File: config.mk
export PLATFORM = sky130hd
export DESIGN_NAME = pta_ctrl
export DESIGN_NICKNAME = d
export VERILOG_FILES = /design/src/hw/rtl/pta_pkg.sv /design/src/hw/rtl/pta_ctrl.sv
export SDC_FILE = /design/constraint.sdc
export NUM_CORES = 1
export LEC_CHECK = 0
export ABC_AREA = 1
export BUFFER_PORTS_ARGS = -buffer_cell sky130_fd_sc_hd__buf_2
export CAP_MARGIN = 20
export CORE_AREA = 2 2 39 41
export DETAILED_ROUTE_END_ITERATION = 10
export DIE_AREA = 0 0 41 43
export HOLD_SLACK_MARGIN = 0.02
export PLACE_DENSITY = 0.55
export SYNTH_ARGS = -nofsm -noshare
export SYNTH_HDL_FRONTEND = slang
export SYNTH_SLANG_ARGS = --single-unit
File: constraint.sdc
create_clock -name clk -period 1.6 [get_ports clk]
set_clock_uncertainty 0.2 [all_clocks]
set_input_delay 0.08 -clock clk [delete_from_list [all_inputs] [get_ports clk]]
set_output_delay 0.08 -clock clk [all_outputs]
set_load 0.05 [all_outputs]
File: src/hw/rtl/pta_pkg.sv
// ----------------------------------------------------------------------------
// pta_pkg: shared types and constants of the page table allocator
// Sizes of the physical page space and the process table, result status
// codes, controller states and the command and status bundles between the
// controller and the datapath.
// ----------------------------------------------------------------------------
package pta_pkg;

	// Physical pages, processes and entries per page table.
	localparam int PAGES     = 64;
	localparam int PROCESSES = 64;
	localparam int ENTRIES   = 64;

	localparam int PAGE_W  = $clog2(PAGES);
	localparam int PROC_W  = $clog2(PROCESSES);
	localparam int ENTRY_W = $clog2(ENTRIES);
	localparam int PT_AW   = PAGE_W + ENTRY_W;
	localparam int PT_DEPTH = PAGES * ENTRIES;

	// Field widths of the request and result ports.
	localparam int FIELD_W = 6;
	localparam int MAP_W   = 64;

	// Result status codes.
	typedef enum logic [1:0] {
		ST_OK        = 2'd0,
		ST_OOM_TABLE = 2'd1,
		ST_OOM_DATA  = 2'd2
	} status_t;

	// Function codes of a request.
	localparam logic FUNC_ALLOC  = 1'b0;
	localparam logic FUNC_LOOKUP = 1'b1;

	// Controller states.
	typedef enum logic [2:0] {
		S_CLEAR,
		S_IDLE,
		S_SCAN_TAB,
		S_SCAN_DATA,
		S_LK_PTR,
		S_LK_ENT,
		S_LK_FIN,
		S_RESP
	} state_t;

	// Commands from the controller to the datapath.
	typedef struct packed {
		logic    clr_step;    // clear one table entry and one pointer
		logic    load;        // latch the request, restart the scan
		logic    take_table;  // take the scanned page as the page table
		logic    take_data;   // take the scanned page as the next data page
		logic    scan_next;   // move the scan pointer to the next page
		logic    set_status;  // record an out-of-memory status
		status_t status_val;
		logic    lookup_fin;  // copy the looked up entry to the result
	} cmd_t;

	// Status from the datapath to the controller.
	typedef struct packed {
		logic clr_last;    // clearing pass is on its last entry
		logic req_lookup;  // request on the input ports is a lookup
		logic req_ok;      // request on the input ports names a valid process
		logic page_free;   // page under the scan pointer is free
		logic scan_last;   // scan pointer is on the last page
		logic count_zero;  // no data pages requested
		logic idx_last;    // next data page is the last one requested
	} stat_t;

endpackage

File: src/hw/rtl/pta_ctrl.sv
// ----------------------------------------------------------------------------
// pta_ctrl: controller of the page table allocator
// Sequences the clearing pass after reset, the free page scan of an
// allocation, the table reads of a lookup and the one-cycle result strobe.
// ----------------------------------------------------------------------------
module pta_ctrl (
	input  logic            clk,
	input  logic            arst_n,
	input  logic            start,
	input  pta_pkg::stat_t  stat,
	output pta_pkg::cmd_t   cmd,
	output logic            busy,
	output logic            done
);

	pta_pkg::state_t state_q, state_next;

	// State register; the clearing pass runs first after reset.
	always_ff @(posedge clk or negedge arst_n) begin
		if (!arst_n) begin
			state_q <= pta_pkg::S_CLEAR;
		end else begin
			state_q <= state_next;
		end
	end

	// Next state and commands.
	always_comb begin
		state_next     = state_q;
		cmd            = '0;
		cmd.status_val = pta_pkg::ST_OK;
		busy           = (state_q != pta_pkg::S_IDLE);
		done           = 1'b0;
		case (state_q)
			pta_pkg::S_CLEAR: begin
				cmd.clr_step = 1'b1;
				if (stat.clr_last) begin
					state_next = pta_pkg::S_IDLE;
				end
			end
			pta_pkg::S_IDLE: begin
				if (start) begin
					cmd.load = 1'b1;
					if (!stat.req_ok) begin
						state_next = pta_pkg::S_RESP;
					end else if (stat.req_lookup) begin
						state_next = pta_pkg::S_LK_PTR;
					end else begin
						state_next = pta_pkg::S_SCAN_TAB;
					end
				end
			end
			pta_pkg::S_SCAN_TAB: begin
				if (stat.page_free) begin
					cmd.take_table = 1'b1;
					if (stat.count_zero) begin
						state_next = pta_pkg::S_RESP;
					end else if (stat.scan_last) begin
						cmd.set_status = 1'b1;
						cmd.status_val = pta_pkg::ST_OOM_DATA;
						state_next     = pta_pkg::S_RESP;
					end else begin
						cmd.scan_next = 1'b1;
						state_next    = pta_pkg::S_SCAN_DATA;
					end
				end else if (stat.scan_last) begin
					cmd.set_status = 1'b1;
					cmd.status_val = pta_pkg::ST_OOM_TABLE;
					state_next     = pta_pkg::S_RESP;
				end else begin
					cmd.scan_next = 1'b1;
				end
			end
			pta_pkg::S_SCAN_DATA: begin
				if (stat.page_free) begin
					cmd.take_data = 1'b1;
				end
				if (stat.page_free && stat.idx_last) begin
					state_next = pta_pkg::S_RESP;
				end else if (stat.scan_last) begin
					cmd.set_status = 1'b1;
					cmd.status_val = pta_pkg::ST_OOM_DATA;
					state_next     = pta_pkg::S_RESP;
				end else begin
					cmd.scan_next = 1'b1;
				end
			end
			pta_pkg::S_LK_PTR: begin
				state_next = pta_pkg::S_LK_ENT;
			end
			pta_pkg::S_LK_ENT: begin
				state_next = pta_pkg::S_LK_FIN;
			end
			pta_pkg::S_LK_FIN: begin
				cmd.lookup_fin = 1'b1;
				state_next     = pta_pkg::S_RESP;
			end
			pta_pkg::S_RESP: begin
				done       = 1'b1;
				state_next = pta_pkg::S_IDLE;
			end
			default: begin
				state_next = pta_pkg::S_IDLE;
			end
		endcase
	end

endmodule

* Word level (Yosys, flattened, before mapping) *
Cells that the tools add are included.

operators by class
  equal/unequal tests = 10
  mux-type cells = 25
  reductions and logical operators = 3

operators with widths
  cell                                                              number
  3-bit two-way mux                                                 11
  3-bit one-hot mux with 8 select lines                             1
  3-bit == test (second input constant)                             4
  4-bit two-way mux                                                 3
  1-bit two-way mux                                                 9
  4-bit one-hot mux with 2 select lines                             1
  3-bit by 2-bit == test with 1-bit output (second input constant)  2
  2-bit != test (second input constant)                             2
  3-bit by 1-bit == test with 1-bit output (second input constant)  1
  3-bit zero test                                                   1
  3-bit by 1-bit != test with 1-bit output (second input constant)  1
  2-bit AND reduction                                               1
  1-bit logical AND                                                 1

storage, ports and cells
  flip-flop bits (word level) = 3
  output and inout port bits = 11
  word-level logic and storage cells = 39

* Depth between registers and ports, before layout *
  depth after elaboration = 4
  mapped depth = 7
  depth with buffers taken out = 7

* Worst setup path before layout *
OpenSTA, ideal clock, no wires.

  kind = register to output
  start point = reg state_q[0]
  end point = out cmd[3] (netlist name)
  arrival = 1.744 ns
  required time = 1.320 ns
  slack = -0.424 ns
  stages on the path, launching flop included = 4
  path buffers = 0
  cell sequence = dfrtp_1 inv_1 nand3_4 o21ai_0

RTL lines
  item                    line            text
  from (decl)             pta_ctrl.sv:16  pta_pkg::state_t state_q, state_next;
  from (signal assigned)  pta_ctrl.sv:21  state_q <= pta_pkg::S_CLEAR;
  from (signal assigned)  pta_ctrl.sv:23  state_q <= state_next;
  to (decl)               pta_ctrl.sv:11  output pta_pkg::cmd_t cmd,

==> results.ini <==
[outcome]
status = finished, final reports clean

[pwr]
p_per_area_nw_per_um2 = 1984
ir_worst_vdd_v = 0.001187
power.leakage_nw = 0.3891
swShare_pct = 55.86
power_frac_seq_pct = 13.5
p_int_uw = 592.6
clkPwrFrac_pct = 10.2
finalPower_mw = 1.343
combPwrFrac_pct = 76.3
netSwitchingPower_uw = 750.1

[placed_design]
dpl_cell_area_um2 = 525.5
hpwl_um = 784
gp_congestion = 0.7433
io_buffers = 20

[setup_path]
slowest_stage = dfrtp_1
cp.arrival_ns = 1.31
crit_path_max_incr_delay_ns = 0.39
cp_max_fo = 7
reg2reg_slack_ns = 0.18
crit_type = register to output port
timing.critical_path.max_delay_family = simple AND/OR/NAND/NOR gates
start_kind = register
crit_required_ns = 1.32
cp-end-kind = output port
crit_path_cell_trace = inv_2 > nand3_4 > nor2_4 > nand3_1 > nand2_2 > buf_8
crit_buf_inv = 2

[floorplanning]
core_area_um2 = 1384
fp-row-count = 14
die-height_um = 43
floorplan.initialDensity_pct = 26.85
num_io_pins = 21
die_w_um = 41
die_area_um2 = 1763

[logic_synthesis]
synth_nets = 77
seq_area_frac_synth_pct = 20.20
synth_area_per_cell_um2 = 5.546
ys_ff_latch = 3
synth.distinct_cells = 15
yosysWarnings = 0
syn_inst = 67
synth_area_um2 = 371.6

[route]
ant_nets = 0
drcViolationCount = 0
dr_total_vias = 509
viasPerCell = 4.350
dr.pass1.iters = 4
wl_mm = 1.082
first_iter_violations = 9
wl_per_cell_um = 9.248

[final_layout]
nNetsFinal = 112
largest-register = state_q
num_antenna_cells = 0
fin_area_um2 = 676.9
syn_to_final_growth_pct = 82.16
layout-drive-gt1-share_pct = 48.51
largest_register_ffs = 3
reg.largest.list = state_q: 3 flops

[global_route]
grt_pass1_vias = 446
grt_max_degree = 8
grt_pass1_wl_mm = 1.807
grt_usage_pct = 15.21
antenna_found_initial = 0
grt.overflow.total = 0

[timing]
setup_viol = 0
post-route-period-util_pct = 99.20
relSlewSlack_pct = 83.31
max_slew.worst_pin.slew_ns = 0.2521
fmax_mhz = 630.0
hold_violations = 0
final.setup.tns_ns = 0
period_minus_slack_ns = 1.587
rsz0062_at_grt = true
slew_violations = 0

[job]
drv_cap = 0

[cts]
clockBufferDepth = 2
htreeDepth = 1
cts.sinks = 3
root_buffer = clkbuf_4
cts_buffers = 3
path_clk_slew_ns = 0.04
cts_tree = built
clkLatencyLatePin_ns = 0.24

[min_path]
hp-class = primary input to register

==> path summary, 6_finish.rpt <==
check | startpoint | end | cells past startpoint
max | state_q[2] | cmd[2] | 6
min | stat[5] | state_q[1] | 6
max reg2reg | state_q[1] | state_q[1] | 8
min reg2reg | state_q[0] | state_q[0] | 5
max in group asynchronous | arst_n | state_q[0] | 3
min in group asynchronous | arst_n | state_q[1] | 3
==> power by group through the flow <==
stage	registers [mW]	clock network, mW	logic, mW
after CTS	0.180	0.141	0.951
final	0.181	0.137	1.03
after detailed placement	0.181	0	0.812
after global routing	0.189	0.142	1.12
after floorplan	0.171	0	0.645
after global placement	0.181	0	0.815
==> kinds of logic (layout without fill, tap and decap cells) <==
group                  Yosys count  after routing  synth area share (%)
AOI/OAI and AO/OA                8              8                 11.79
buffers and inverters           15             49                 15.15
DFF                              3              3                 20.20
and+or+nand+nor                 41             41                 52.86
==> layout by cell type, fill, tap and decap left out, types with 3 or more instances in the layout <==
master,count
buf_2,14
nand2_1,14
buf_4,10
nand3_1,4
nor2_1,10
nand2_2,3
o21ai_0,5
clkbuf_4,3
nor2_4,3
inv_1,11
inv_2,4
==> synth_stat cells <==
library cell	n	share of area, %
nand2_2	2	3.4
nand3_1	5	6.7
o22ai_1	1	1.7
nand3b_1	1	2.0
nor2_4	1	3.0
o21bai_1	1	2.0
nand3_4	1	4.7
nor2_2	1	1.7
nand2_1	15	15
nor3_1	3	4.0
dfrtp_1	3	20
inv_2	2	2.0
inv_1	13	13
o21ai_0	6	8.1
nor2_1	12	12
==> repair_timing <==
| action | CTS | global route |
|---|---|---|
| cloned | 0 | 0 |
| hold buffers | 2 | 0 |
| gates resized for setup | 12 | 9 |
| endpoints found under the hold margin | 3 | 0 |
| endpoints found under the setup margin | 8 | 8 |
| pin swaps | 0 | 2 |
| setup buffers | 4 | 3 |
==> final cells by class <==
| type | count | area, µm² |
|---|---|---|
| Tap cell | 16 | 20.02 |
| Clock buffer | 4 | 26.28 |
| Sequential cell | 3 | 77.57 |
| Inverter | 15 | 56.30 |
| Fill cell | 143 | 706.9 |
| Multi-Input combinational cell | 49 | 279.0 |
| Timing Repair Buffer | 30 | 217.7 |
==> routing by layer <==
metal,up-vias,wire length (µm),track usage [%]
met5,-,0,0
met4,0,0,10.00
met3,0,40,3.141
met2,11,561,20.94
met1,221,480,20.45
li1,277,-,-
==> metrics by stage <==
stage	utilization [%]	hold slack (ns)	instances	setup slack, ns
CTS	46.20	0.05844	114	0.0008979
global placement	37.97	-0.3241	104	0.08837
finish	48.92	0.05388	117	0.01279
global route	48.92	0.09089	117	-0.06545
floorplan	-	-0.4156	67	-0.06421
detailed placement	37.97	-0.3245	104	0.1065
==> worst reg2reg max path: cells and delay by family, from the launching register on <==
kind,cells,cell delay (ns)
simple gates,4,0.31
compound gates,1,0.10
buf+inv,3,0.26
flops,1,0.44
Power figures use the tool's default switching activity.
